--- src/rtl/core/sha1tc_pkg.sv ---
// Shared types, constants and helper functions for the SHA-1 target compare block.
`timescale 1ns / 1ps

package sha1tc_pkg;

  localparam int WordW     = 32;
  localparam int BlockLen  = 16;
  localparam int IdxW      = 4;
  localparam int Rounds    = 80;
  localparam int RcntW     = 7;
  localparam int CfgIdxW   = 3;

  localparam logic [IdxW-1:0]  LastWordIdx = IdxW'(BlockLen - 1);
  localparam logic [RcntW-1:0] LastRound   = RcntW'(Rounds - 1);
  localparam logic [RcntW-1:0] Phase1Start = RcntW'(20);
  localparam logic [RcntW-1:0] Phase2Start = RcntW'(40);
  localparam logic [RcntW-1:0] Phase3Start = RcntW'(60);

  // Configuration register indexes.
  localparam logic [CfgIdxW-1:0] RegTargetA = 3'd0;
  localparam logic [CfgIdxW-1:0] RegTargetB = 3'd1;
  localparam logic [CfgIdxW-1:0] RegTargetC = 3'd2;
  localparam logic [CfgIdxW-1:0] RegTargetD = 3'd3;
  localparam logic [CfgIdxW-1:0] RegTargetE = 3'd4;

  // Initial chaining values H0..H4.
  localparam logic [WordW-1:0] InitA = 32'h67452301;
  localparam logic [WordW-1:0] InitB = 32'hEFCDAB89;
  localparam logic [WordW-1:0] InitC = 32'h98BADCFE;
  localparam logic [WordW-1:0] InitD = 32'h10325476;
  localparam logic [WordW-1:0] InitE = 32'hC3D2E1F0;

  localparam logic [WordW-1:0] K0 = 32'h5A827999;
  localparam logic [WordW-1:0] K1 = 32'h6ED9EBA1;
  localparam logic [WordW-1:0] K2 = 32'h8F1BBCDC;
  localparam logic [WordW-1:0] K3 = 32'hCA62C1D6;

  typedef enum logic [1:0] {
    PH_CH,
    PH_PAR1,
    PH_MAJ,
    PH_PAR2
  } phase_t;

  typedef enum logic [1:0] {
    ST_IDLE,
    ST_ROUND,
    ST_ADD,
    ST_EMIT
  } state_t;

  typedef struct packed {
    logic   load_word;
    logic   load_work;
    logic   round_en;
    phase_t phase;
    logic   add_chain;
    logic   emit_hash;
    logic   emit_err;
  } cmd_t;

  function automatic logic [WordW-1:0] rotl1(input logic [WordW-1:0] v);
    rotl1 = {v[WordW-2:0], v[WordW-1]};
  endfunction

  function automatic logic [WordW-1:0] rotl5(input logic [WordW-1:0] v);
    rotl5 = {v[WordW-6:0], v[WordW-1:WordW-5]};
  endfunction

  function automatic logic [WordW-1:0] rotl30(input logic [WordW-1:0] v);
    rotl30 = {v[1:0], v[WordW-1:2]};
  endfunction

  function automatic logic [WordW-1:0] round_k(input phase_t ph);
    logic [WordW-1:0] k;
    unique case (ph)
      PH_CH:   k = K0;
      PH_PAR1: k = K1;
      PH_MAJ:  k = K2;
      PH_PAR2: k = K3;
      default: k = K0;
    endcase
    round_k = k;
  endfunction

  function automatic logic [WordW-1:0] round_f(input phase_t ph,
                                               input logic [WordW-1:0] b,
                                               input logic [WordW-1:0] c,
                                               input logic [WordW-1:0] d);
    logic [WordW-1:0] f;
    unique case (ph)
      PH_CH:               f = (b & c) | (~b & d);
      PH_MAJ:              f = (b & c) | (b & d) | (c & d);
      PH_PAR1, PH_PAR2:    f = b ^ c ^ d;
      default:             f = b ^ c ^ d;
    endcase
    round_f = f;
  endfunction

endpackage

--- src/rtl/core/sha1tc_ifs.sv ---
// Valid/ready channel interfaces for message words and digest results.
`timescale 1ns / 1ps

interface sha1tc_msg_if;
  logic        valid;
  logic        ready;
  logic [31:0] msg_word;
  logic        msg_end;

  modport source (output valid, output msg_word, output msg_end, input ready);
  modport sink   (input valid, input msg_word, input msg_end, output ready);
endinterface

interface sha1tc_dig_if;
  logic        valid;
  logic        ready;
  logic [31:0] hash_a;
  logic [31:0] hash_b;
  logic [31:0] hash_c;
  logic [31:0] hash_d;
  logic [31:0] hash_e;
  logic        is_match;
  logic        misaligned;

  modport source (output valid, output hash_a, output hash_b, output hash_c,
                  output hash_d, output hash_e, output is_match, output misaligned,
                  input ready);
  modport sink   (input valid, input hash_a, input hash_b, input hash_c,
                  input hash_d, input hash_e, input is_match, input misaligned,
                  output ready);
endinterface

--- src/rtl/core/sha1_hash_with_target_compare.sv ---
// Top level of the SHA-1 digest engine with target digest compare.
//
// msg_in carries one big-endian word of an already padded message per beat,
// with msg_end set on the final word. Every sixteen words form a block that
// one round unit compresses at one round per cycle, after which an add step
// folds the result into the chaining words. Words are not taken while a
// block is being compressed.
// digest_out delivers one beat per message: the digest, is_match when it
// equals the five target registers, and misaligned (with zero digest) when
// the end mark did not fall on a block's sixteenth word. An aligned end gives
// its result after the last round, through the ADD and then the EMIT state;
// a misaligned end raises valid at the edge that takes the beat. The result
// sits in an output register, and no word is taken while it waits, so a
// stalled receiver holds off the input until the beat is taken.
// Targets are written through cfg_we/cfg_index/cfg_data; the user must do
// so only while idle, as the block itself does not enforce it.
// Reset (synchronous, rst high) clears targets to zero, loads the initial
// chaining values and drops any partial block.
`timescale 1ns / 1ps

module sha1_hash_with_target_compare (
  input  logic                                  clk,
  input  logic                                  rst,
  sha1tc_msg_if.sink                            msg_in,
  sha1tc_dig_if.source                          digest_out,
  input  logic                                  cfg_we,
  input  logic [sha1tc_pkg::CfgIdxW-1:0]        cfg_index,
  input  logic [sha1tc_pkg::WordW-1:0]          cfg_data
);

  sha1tc_pkg::cmd_t cmd;
  logic             in_ready;
  logic             out_valid;

  assign msg_in.ready     = in_ready;
  assign digest_out.valid = out_valid;

  sha1tc_ctrl u_ctrl (
    .clk       (clk),
    .rst       (rst),
    .in_valid  (msg_in.valid),
    .msg_end   (msg_in.msg_end),
    .in_ready  (in_ready),
    .out_ready (digest_out.ready),
    .out_valid (out_valid),
    .cmd       (cmd)
  );

  sha1tc_dp u_dp (
    .clk        (clk),
    .rst        (rst),
    .cmd        (cmd),
    .msg_word   (msg_in.msg_word),
    .cfg_we     (cfg_we),
    .cfg_index  (cfg_index),
    .cfg_data   (cfg_data),
    .hash_a     (digest_out.hash_a),
    .hash_b     (digest_out.hash_b),
    .hash_c     (digest_out.hash_c),
    .hash_d     (digest_out.hash_d),
    .hash_e     (digest_out.hash_e),
    .is_match   (digest_out.is_match),
    .misaligned (digest_out.misaligned)
  );

endmodule

--- src/rtl/core/sha1tc_ctrl.sv ---
// Controller: word counting, round sequencing and output handshake.
`timescale 1ns / 1ps

module sha1tc_ctrl (
  input  logic                clk,
  input  logic                rst,
  input  logic                in_valid,
  input  logic                msg_end,
  output logic                in_ready,
  input  logic                out_ready,
  output logic                out_valid,
  output sha1tc_pkg::cmd_t    cmd
);

  sha1tc_pkg::state_t                   state;
  sha1tc_pkg::state_t                   state_next;
  logic [sha1tc_pkg::IdxW-1:0]          word_index;
  logic [sha1tc_pkg::RcntW-1:0]         round_cnt;
  logic                                 pend_last;
  logic                                 slot_free;
  logic                                 accept;
  logic                                 block_full;

  assign slot_free  = !out_valid || out_ready;
  assign in_ready   = (state == sha1tc_pkg::ST_IDLE) && slot_free;
  assign accept     = in_valid && in_ready;
  assign block_full = (word_index == sha1tc_pkg::LastWordIdx);

  always_comb begin
    state_next = state;
    unique case (state)
      sha1tc_pkg::ST_IDLE: begin
        if (accept && block_full) state_next = sha1tc_pkg::ST_ROUND;
      end
      sha1tc_pkg::ST_ROUND: begin
        if (round_cnt == sha1tc_pkg::LastRound) state_next = sha1tc_pkg::ST_ADD;
      end
      sha1tc_pkg::ST_ADD: begin
        state_next = pend_last ? sha1tc_pkg::ST_EMIT : sha1tc_pkg::ST_IDLE;
      end
      sha1tc_pkg::ST_EMIT: begin
        if (slot_free) state_next = sha1tc_pkg::ST_IDLE;
      end
      default: state_next = sha1tc_pkg::ST_IDLE;
    endcase
  end

  always_comb begin
    cmd = '0;
    cmd.phase = sha1tc_pkg::PH_CH;
    unique case (state)
      sha1tc_pkg::ST_IDLE: begin
        cmd.load_word = accept;
        cmd.load_work = accept && block_full;
        cmd.emit_err  = accept && msg_end && !block_full;
      end
      sha1tc_pkg::ST_ROUND: begin
        cmd.round_en = 1'b1;
        if (round_cnt < sha1tc_pkg::Phase1Start)      cmd.phase = sha1tc_pkg::PH_CH;
        else if (round_cnt < sha1tc_pkg::Phase2Start) cmd.phase = sha1tc_pkg::PH_PAR1;
        else if (round_cnt < sha1tc_pkg::Phase3Start) cmd.phase = sha1tc_pkg::PH_MAJ;
        else                                          cmd.phase = sha1tc_pkg::PH_PAR2;
      end
      sha1tc_pkg::ST_ADD: begin
        cmd.add_chain = 1'b1;
      end
      sha1tc_pkg::ST_EMIT: begin
        cmd.emit_hash = slot_free;
      end
      default: ;
    endcase
  end

  always_ff @(posedge clk) begin
    if (rst) begin
      state      <= sha1tc_pkg::ST_IDLE;
      word_index <= '0;
      round_cnt  <= '0;
      pend_last  <= 1'b0;
      out_valid  <= 1'b0;
    end else begin
      state <= state_next;

      // A misaligned end mark drops the partial block and starts over.
      if (cmd.emit_err) word_index <= '0;
      else if (cmd.load_word) word_index <= word_index + 1'b1;

      if (state == sha1tc_pkg::ST_ROUND) round_cnt <= round_cnt + 1'b1;
      else round_cnt <= '0;

      if (cmd.load_work) pend_last <= msg_end;

      if (cmd.emit_hash || cmd.emit_err) out_valid <= 1'b1;
      else if (out_ready) out_valid <= 1'b0;
    end
  end

  a_round_to_add: assert property (@(posedge clk) disable iff (rst)
    (state == sha1tc_pkg::ST_ROUND && round_cnt == sha1tc_pkg::LastRound)
      |=> state == sha1tc_pkg::ST_ADD)
    else $error("compression did not finish after the last round");

  a_block_starts_rounds: assert property (@(posedge clk) disable iff (rst)
    (accept && block_full) |=> (state == sha1tc_pkg::ST_ROUND && round_cnt == '0))
    else $error("full block did not start compression at round zero");

  a_emit_only_free: assert property (@(posedge clk) disable iff (rst)
    (cmd.emit_hash || cmd.emit_err) |-> (!out_valid || out_ready))
    else $error("result loaded over a beat that was not taken");

  a_index_clear_after_end: assert property (@(posedge clk) disable iff (rst)
    (cmd.emit_hash || cmd.emit_err) |=> (word_index == '0 && out_valid))
    else $error("word index not cleared after end of message");

  a_no_accept_busy: assert property (@(posedge clk) disable iff (rst)
    (state != sha1tc_pkg::ST_IDLE) |-> !cmd.load_word)
    else $error("word accepted during compression");

endmodule

--- src/rtl/core/sha1tc_dp.sv ---
// Datapath: schedule window, round unit, chaining words, targets and result register.
`timescale 1ns / 1ps

module sha1tc_dp (
  input  logic                                         clk,
  input  logic                                         rst,
  input  sha1tc_pkg::cmd_t                             cmd,
  input  logic [sha1tc_pkg::WordW-1:0]                 msg_word,
  input  logic                                         cfg_we,
  input  logic [sha1tc_pkg::CfgIdxW-1:0]               cfg_index,
  input  logic [sha1tc_pkg::WordW-1:0]                 cfg_data,
  output logic [sha1tc_pkg::WordW-1:0]                 hash_a,
  output logic [sha1tc_pkg::WordW-1:0]                 hash_b,
  output logic [sha1tc_pkg::WordW-1:0]                 hash_c,
  output logic [sha1tc_pkg::WordW-1:0]                 hash_d,
  output logic [sha1tc_pkg::WordW-1:0]                 hash_e,
  output logic                                         is_match,
  output logic                                         misaligned
);

  logic [sha1tc_pkg::WordW-1:0] win [sha1tc_pkg::BlockLen];
  logic [sha1tc_pkg::WordW-1:0] sched_new;
  logic [sha1tc_pkg::WordW-1:0] wa, wb, wc, wd, we;
  logic [sha1tc_pkg::WordW-1:0] ha, hb, hc, hd, he;
  logic [sha1tc_pkg::WordW-1:0] tgt_a, tgt_b, tgt_c, tgt_d, tgt_e;
  logic [sha1tc_pkg::WordW-1:0] t_sum;
  logic                         match_now;

  // The window holds W[r] .. W[r+15]; each round pulls the next schedule word in.
  assign sched_new = sha1tc_pkg::rotl1(win[13] ^ win[8] ^ win[2] ^ win[0]);

  assign t_sum = sha1tc_pkg::rotl5(wa) + sha1tc_pkg::round_f(cmd.phase, wb, wc, wd)
               + we + win[0] + sha1tc_pkg::round_k(cmd.phase);

  assign match_now = (ha == tgt_a) && (hb == tgt_b) && (hc == tgt_c)
                  && (hd == tgt_d) && (he == tgt_e);

  always_ff @(posedge clk) begin
    if (cmd.load_word || cmd.round_en) begin
      for (int i = 0; i < sha1tc_pkg::BlockLen - 1; i++) begin
        win[i] <= win[i+1];
      end
      win[sha1tc_pkg::BlockLen-1] <= cmd.load_word ? msg_word : sched_new;
    end
  end

  always_ff @(posedge clk) begin
    if (cmd.load_work) begin
      wa <= ha;
      wb <= hb;
      wc <= hc;
      wd <= hd;
      we <= he;
    end else if (cmd.round_en) begin
      wa <= t_sum;
      wb <= wa;
      wc <= sha1tc_pkg::rotl30(wb);
      wd <= wc;
      we <= wd;
    end
  end

  always_ff @(posedge clk) begin
    if (rst || cmd.emit_hash || cmd.emit_err) begin
      ha <= sha1tc_pkg::InitA;
      hb <= sha1tc_pkg::InitB;
      hc <= sha1tc_pkg::InitC;
      hd <= sha1tc_pkg::InitD;
      he <= sha1tc_pkg::InitE;
    end else if (cmd.add_chain) begin
      ha <= ha + wa;
      hb <= hb + wb;
      hc <= hc + wc;
      hd <= hd + wd;
      he <= he + we;
    end
  end

  always_ff @(posedge clk) begin
    if (rst) begin
      tgt_a <= '0;
      tgt_b <= '0;
      tgt_c <= '0;
      tgt_d <= '0;
      tgt_e <= '0;
    end else if (cfg_we) begin
      unique case (cfg_index)
        sha1tc_pkg::RegTargetA: tgt_a <= cfg_data;
        sha1tc_pkg::RegTargetB: tgt_b <= cfg_data;
        sha1tc_pkg::RegTargetC: tgt_c <= cfg_data;
        sha1tc_pkg::RegTargetD: tgt_d <= cfg_data;
        sha1tc_pkg::RegTargetE: tgt_e <= cfg_data;
        default: ;
      endcase
    end
  end

  always_ff @(posedge clk) begin
    if (cmd.emit_hash) begin
      hash_a     <= ha;
      hash_b     <= hb;
      hash_c     <= hc;
      hash_d     <= hd;
      hash_e     <= he;
      is_match   <= match_now;
      misaligned <= 1'b0;
    end else if (cmd.emit_err) begin
      hash_a     <= '0;
      hash_b     <= '0;
      hash_c     <= '0;
      hash_d     <= '0;
      hash_e     <= '0;
      is_match   <= 1'b0;
      misaligned <= 1'b1;
    end
  end

endmodule

--- src/flat_wrapper.sv ---
// flat-port wrapper written by rule: the top's interface ports become plain ports
module sha1_hash_with_target_compare_flat 
  (clk, rst, cfg_we, cfg_index, cfg_data, msg_in_valid, msg_in_msg_word, msg_in_msg_end, msg_in_ready, digest_out_valid, digest_out_hash_a, digest_out_hash_b, digest_out_hash_c, digest_out_hash_d, digest_out_hash_e, digest_out_is_match, digest_out_misaligned, digest_out_ready);
  sha1tc_msg_if msg_in_i ();
  sha1tc_dig_if digest_out_i ();
  input  logic clk;
  input  logic rst;
  input  logic cfg_we;
  input  logic [sha1tc_pkg::CfgIdxW-1:0] cfg_index;
  input  logic [sha1tc_pkg::WordW-1:0] cfg_data;
  input wire logic [$bits(msg_in_i.valid)-1:0] msg_in_valid;
  input wire logic [$bits(msg_in_i.msg_word)-1:0] msg_in_msg_word;
  input wire logic [$bits(msg_in_i.msg_end)-1:0] msg_in_msg_end;
  output wire logic [$bits(msg_in_i.ready)-1:0] msg_in_ready;
  output wire logic [$bits(digest_out_i.valid)-1:0] digest_out_valid;
  output wire logic [$bits(digest_out_i.hash_a)-1:0] digest_out_hash_a;
  output wire logic [$bits(digest_out_i.hash_b)-1:0] digest_out_hash_b;
  output wire logic [$bits(digest_out_i.hash_c)-1:0] digest_out_hash_c;
  output wire logic [$bits(digest_out_i.hash_d)-1:0] digest_out_hash_d;
  output wire logic [$bits(digest_out_i.hash_e)-1:0] digest_out_hash_e;
  output wire logic [$bits(digest_out_i.is_match)-1:0] digest_out_is_match;
  output wire logic [$bits(digest_out_i.misaligned)-1:0] digest_out_misaligned;
  input wire logic [$bits(digest_out_i.ready)-1:0] digest_out_ready;
  assign msg_in_i.valid = msg_in_valid;
  assign msg_in_i.msg_word = msg_in_msg_word;
  assign msg_in_i.msg_end = msg_in_msg_end;
  assign msg_in_ready = msg_in_i.ready;
  assign digest_out_valid = digest_out_i.valid;
  assign digest_out_hash_a = digest_out_i.hash_a;
  assign digest_out_hash_b = digest_out_i.hash_b;
  assign digest_out_hash_c = digest_out_i.hash_c;
  assign digest_out_hash_d = digest_out_i.hash_d;
  assign digest_out_hash_e = digest_out_i.hash_e;
  assign digest_out_is_match = digest_out_i.is_match;
  assign digest_out_misaligned = digest_out_i.misaligned;
  assign digest_out_i.ready = digest_out_ready;
  sha1_hash_with_target_compare u_core (.clk(clk), .rst(rst), .msg_in(msg_in_i), .digest_out(digest_out_i), .cfg_we(cfg_we), .cfg_index(cfg_index), .cfg_data(cfg_data));
endmodule
--- config.mk ---
export PLATFORM = sky130hd
export DESIGN_NAME = sha1_hash_with_target_compare_flat
export DESIGN_NICKNAME = d
export VERILOG_FILES = /design/src/rtl/core/sha1tc_pkg.sv /design/src/rtl/core/sha1tc_ifs.sv /design/src/rtl/core/sha1_hash_with_target_compare.sv /design/src/rtl/core/sha1tc_ctrl.sv /design/src/rtl/core/sha1tc_dp.sv /design/src/flat_wrapper.sv
export SDC_FILE = /design/constraint.sdc
export NUM_CORES = 2
export LEC_CHECK = 0
export ABC_AREA = 1
export BUFFER_PORTS_ARGS = -buffer_cell sky130_fd_sc_hd__buf_2
export CORE_UTILIZATION = 33
export DETAILED_ROUTE_END_ITERATION = 7
export PLACE_DENSITY_LB_ADDON = 0.15
export SYNTH_ARGS = -nofsm -noshare
export SYNTH_HDL_FRONTEND = slang
export SYNTH_SLANG_ARGS = --single-unit
--- constraint.sdc ---
create_clock -name clk -period 18.4 [get_ports clk]
set_input_delay 1.84 -clock clk [delete_from_list [all_inputs] [get_ports clk]]
set_output_delay 1.84 -clock clk [all_outputs]
set_load 0.005 [all_outputs]
# Yosys cells after proc, flatten, opt, wreduce, memory -nomap -nowiden
# Memory sizes are Yosys's and may differ from the RTL's.
# Index checks and enable logic that the tools add are counted.
# word_totals
register_bits	657
ram_bits	512
in_bits	73
out_inout_bits	164
elab_cells	145
memories	1
# memory_table
name	depth	width	rd	rd_clocked_by_memory_dff	wr	line_no	rtl
u_core.u_dp.win	16	32	16	0	16	sha1tc_dp.sv:21	logic [sha1tc_pkg::WordW-1:0] win [sha1tc_pkg::BlockLen];
# classes
addsub	11
order_cmp	3
n_eq_ne	20
n_mux	38
bitwise_logic	14
reduce_logical	31
# ops
operator	n
2-to-1 mux 32 bit	17
adder 32 bit	9
== test 32 bit	5
bitwise XOR 32 bit	5
AND 32 bit	4
one-hot mux 32 bit (4 select lines)	1
bitwise OR 32 bit	3
one-hot mux 32 bit (3 select lines)	1
NOT 32 bit	1
< comparator 7 x 6 -> 1 bit, second input constant	2
2-to-1 mux 2 bit	7
2-to-1 mux 1 bit	10
AND reduction 2 bit	5
logical AND 1 bit	9
== test 2 bit, second input constant	4
one-hot mux 2 bit (4 select lines)	1
adder 7 x 1 -> 7 bit, second input constant	1
== test 7 bit, second input constant	1
< comparator 7 x 5 -> 1 bit, second input constant	1
== test 3 x 2 -> 1 bit, second input constant	2
nonzero test 2 bit	3
OR reduction 2 bit	3
logical OR 1 bit	5
adder 4 x 1 -> 4 bit, second input constant	1
12 further kinds	16

# Longest topological paths before layout
# logic_depth
depth_word	14
ltp_mapped	29
ltp_nobuf	28

# Cells and area by module
# Synthesis repeated with hierarchy kept, for this count alone.
# hier_totals
hier_cells	6552
hier_area_um2	59627.2
# modules_own_cells
mod	n_inst	cells_each	area_per_inst_um2	seq_area_each_um2
sha1tc_dp	1	6442	58851.4	31440.2
sha1tc_ctrl	1	110	775.7	300.3

# Worst setup path after synthesis
# Ideal clock, no wire load.
# synth_path
kind	input port to flip-flop
startpoint	input digest_out_ready
endpoint	memory u_core.u_dp.win[0][0] (netlist name) (enable)
setup_time_ns	3.663
t_arrival_ns	10.433
required_time_ns	14.737
setup_slack_ns	4.304
path_stages	4
n_path_buf	0
path_cell_list	nor2_4 > nor2_8 > nand2_8 > nand2_1
# synth_lines
element	line_no	rtl
from (decl)	flat_wrapper.sv:23	input wire logic [$bits(digest_out_i.ready)-1:0] digest_out_ready;
to (decl)	sha1tc_dp.sv:21	

# Final worst setup path
# layout_path
startpoint	register u_core.u_ctrl.round_cnt[5] (netlist name)
endpoint	register u_core.u_dp.wa[12] (netlist name) (data pin)
# layout_via
elab_chain_len	14
elab_cells_between_ends	20
cone_classes	add/sub: 4; order compare: 3; eq/ne: 3; mux: 8; reduce/logical: 2
# layout_rtl
element	line_no	rtl
from (decl)	sha1tc_ctrl.sv:18	logic [sha1tc_pkg::RcntW-1:0] round_cnt;
from (signal assigned)	sha1tc_ctrl.sv:88	if (state == sha1tc_pkg::ST_ROUND) round_cnt <= round_cnt + 1'b1;
< comparator 7 x 6 -> 1 bit	sha1tc_ctrl.sv:61	else if (round_cnt < sha1tc_pkg::Phase3Start) cmd.phase = sha1tc_pkg::PH_MAJ;
2-to-1 mux 1 bit	sha1tc_ctrl.sv:61	
2-to-1 mux 2 bit	sha1tc_ctrl.sv:60	else if (round_cnt < sha1tc_pkg::Phase2Start) cmd.phase = sha1tc_pkg::PH_PAR1;
2-to-1 mux 2 bit *	sha1tc_ctrl.sv:59	if (round_cnt < sha1tc_pkg::Phase1Start) cmd.phase = sha1tc_pkg::PH_CH;
2-to-1 mux 3 bit *	sha1tc_ctrl.sv:51	unique case (state)
== test 2 bit or == test 2 x 1 -> 1 bit (tied branches)	sha1tc_pkg.sv:76, sha1tc_pkg.sv:91	
OR reduction 2 bit	sha1tc_pkg.sv:91	unique case (ph)
one-hot mux 32 bit (3 select lines)	sha1tc_pkg.sv:91	
adder 32 bit	sha1tc_dp.sv:32	assign t_sum = sha1tc_pkg::rotl5(wa) + sha1tc_pkg::round_f(cmd.phase, wb, wc, wd)
adder 32 bit (2 in series)	sha1tc_dp.sv:33	+ we + win[0] + sha1tc_pkg::round_k(cmd.phase);
adder 32 bit *	sha1tc_dp.sv:33	
2-to-1 mux 32 bit *	sha1tc_dp.sv:54	end else if (cmd.round_en) begin
2-to-1 mux 32 bit *	sha1tc_dp.sv:48	if (cmd.load_work) begin
to (signal assigned)	sha1tc_dp.sv:55	wa <= t_sum;
to (decl)	sha1tc_dp.sv:23	logic [sha1tc_pkg::WordW-1:0] wa, wb, wc, wd, we;
# Every way passes the cells marked *; elsewhere a longest branch is shown, timed or not. The select of a mux whose other input is x is not followed.
# A chain may end at the register's enable or synchronous reset.

==> flow_metrics.py <==
metrics = {
    "detailed_routing": {
        "via_per_inst": 5.08,
        "dr.pass1.iters": 6,
        "drc": 0,
        "first_iter_violations": 5048,
        "via_count": 46800,
        "final_antenna_net_count": 0,
        "wl_um": 240000,
        "routedWlPerCell_um": 26.0,
    },
    "worst_setup_path": {
        "cp-start-kind": "flop",
        "path_class": "reg -> reg",
        "crit_family": "adder cells",
        "arrival_ps": 6760,
        "crit_path_max_fanout": 26,
        "max_stage_delay_ps": 690,
        "slowest_stage": "ha_1",
        "cp.buffers_inverters": 5,
        "crit_chain": "inv_1 -> nor2_1 -> nand3_1 -> nand3_1 -> ha_1 -> buf_4 -> nand2_1 -> a21oi_1 -> a21oi_1 -> fa_1 -> inv_1 -> fa_1 -> inv_1 -> fa_1 -> inv_1 -> ha_1 -> a21oi_1 -> a21boi_0 -> nand3_1 -> or2_2 -> nand3_1 -> o21ai_1",
        "cp-end-kind": "flop",
        "required_ps": 18900,
    },
    "power_and_ir_drop": {
        "power_density_nw_per_um2": 107,
        "power_mw": 7.29,
        "irDropWorstVdd_mv": 0.0702,
        "power.leakage_nw": 28.4,
    },
    "global_route": {
        "use_met2": 0.412,
        "grt_pass1_wl_um": 333000,
        "grt_max_degree": 201,
        "use_met1": 0.348,
        "grt_pass1_vias": 44200,
        "met3_usage": 0.0342,
        "grt_util_all_layers": 0.259,
        "grt_overflow": 0,
        "antenna_found_initial": 6,
        "grt.busiest_layer": "met2",
    },
    "synthesis": {
        "synth_edf_count": 833,
        "synthesis.nets": 6870,
        "syn-cell-area_sq_um": 59700,
        "yosysTopAreaCell": "edfxtp_1",
        "avgSynthCellArea_sq_um": 9.22,
        "synthArstFlopShare": 0,
        "ys_seq_elements": 1169,
        "synth_cell_types": 60,
        "ys_seq_area_frac": 0.532,
        "synth_top_area_frac": 0.419,
        "syn_inst": 6472,
        "ys_top_cells_by_area": "edfxtp_1 (42%), dfxtp_1 (11%), nand2_1 (8.2%)",
        "synth_ff_type": "edfxtp_1",
        "synth_warnings": 0,
    },
    "clocking": {
        "cts_tree": "built",
        "clk_path_buf_depth": 3,
        "post_cts_resized": 0,
        "clk_pin_slew_ps": 60,
        "cts.sinks": 1169,
        "root_buffer": "clkbuf_16",
        "h-tree-depth": 4,
        "insertion_delay_ps": 810,
        "ctsHoldBuffers": 0,
        "cts_post_setup_buffers_inserted": 0,
        "cts_buffers": 139,
    },
    "sta": {
        "clock_skew_ps": 42.0,
        "slew_viol_final": 0,
        "rsz0062_at_grt": "false",
        "relSlewSlack": 0.252,
        "clock.fmax_mhz": 160,
        "min_period_ps": 6250,
        "finalCritPeriodShare": 0.340,
        "tns_ps": 0,
        "setup-violations-final": 0,
        "worst_slew_pin_slew_ps": 1120,
        "hold_viol": 0,
    },
    "die": {
        "pin_count": 237,
        "initial_core_util": 0.333,
        "core_sq_um": 179000,
        "die_area_sq_um": 183000,
        "die_height_um": 427,
        "die_w_um": 427,
        "rows": 155,
    },
    "place": {
        "globalplace.congestion": 0.972,
        "port_buffers": 236,
        "hpwl_um": 186000,
    },
    "hold_path": {
        "min_path_type": "reg -> reg",
    },
    "finish": {
        "syn_to_final_growth_pct": 13.7,
        "nets": 7136,
        "largest_reg_flops": 512,
        "drive_gt1_frac": 0.0799,
        "top_register": "u_core.u_dp.win",
        "utilization": 0.379,
    },
    "run": {
        "drv_cap": 0,
    },
    "run_status": {
        "outcome": "completed",
    },
}
-- worst paths after layout --
check	from	to	slack, ps	depth (start not counted)
setup / recovery	u_core.u_ctrl.round_cnt[5]	u_core.u_dp.wa[12]	12150	22
setup reg to reg	u_core.u_ctrl.round_cnt[5]	u_core.u_dp.wa[12]	12150	22
hold / removal	u_core.u_dp.win[0][53]	u_core.u_dp.win[0][21]	400	0
hold reg to reg	u_core.u_dp.win[0][53]	u_core.u_dp.win[0][21]	400	0
-- synthesized netlist by cell type (16+ instances only) --
cell	number
inv_1	929
clkbuf_1	102
a21oi_1	456
nor2_1	688
nand2_1	1301
or2_2	16
buf_2	34
nor3_1	50
nand3_1	267
o21ai_0	472
o211ai_1	40
o21ai_1	80
ha_1	200
xnor2_1	169
o21bai_1	41
nand4_1	51
fa_1	125
nand3b_1	19
dfxtp_1	336
xor2_1	78
edfxtp_1	833
o22ai_1	24
-- report_power, final --
part	switching, mW	total [mW]	internal [mW]
logic	0.859	1.26	0.402
clock network	1.17	2.73	1.55
registers	0.156	3.30	3.15
total	2.19	7.29	5.10
-- final cells by class --
type | count | area (sq um)
Fill cell | 18100 | 111000
Sequential cell | 1169 | 31700
Multi-Input combinational cell | 4196 | 23600
Clock buffer | 192 | 3840
Inverter | 939 | 3540
Tap cell | 2355 | 2950
Timing Repair Buffer | 293 | 1630
Clock inverter | 57 | 559
Antenna cell | 4 | 10.0
-- cells in the final DEF, fill, tap and decap left out, drive strengths merged, types with 2 or more instances in the layout --
master and n:
edfxtp 833, xnor2 169, xor2 78, bufinv 6
and2 4, o2111ai 4, o21ai 557, o221ai 7
o21bai 41, nand2b 2, nand2 1304, clkinvlp 4
ha 200, a22oi 3, nor4 11, a21boi 8
nor2 695, o31ai 2, a31oi 8, nor3 54
a221oi 3, a21o 14, diode 4, dfxtp 336
inv 946, a211oi 3, o22ai 24, and3 5
nand3b 19, nor3b 3, clkinv 40, buf 293
fa 125, o21a 9, clkbuf 192, o211ai 40
nand3 267, a21oi 466, or2 18, nand4 51
-- stage by stage --
stage	hold WS, ps	cell area, sq um	std cells	worst slack, ps
4_1_cts	398	67900	9201	12190
2_1_floorplan	400	59700	6472	4300
6_report	397	67900	9205	12150
3_5_place_dp	405	63500	8952	11980
5_1_grt	403	67900	9201	11740
3_3_place_gp	400	63500	8952	12090
-- per-layer routing --
| metal | part of all wire | wire (um) | vias to the layer above |
|---|---|---|---|
| li1 | - | - | 22000 |
| met1 | 0.43 | 104000 | 22800 |
| met2 | 0.45 | 109000 | 1686 |
| met3 | 0.060 | 14400 | 374 |
| met4 | 0.054 | 12800 | 2 |
| met5 | 0.000054 | 13 | - |
-- logic make-up after synthesis --
family                   share of synthesized area
AO/OA/AOI/OAI                                0.108
XOR/XNOR                                    0.0362
adder cells (fa/ha/maj)                     0.0839
buffers and inverters                       0.0732
flip-flops                                   0.532
AND/OR/NAND/NOR                              0.167
Note: power is estimated with default switching activity, not from simulation.
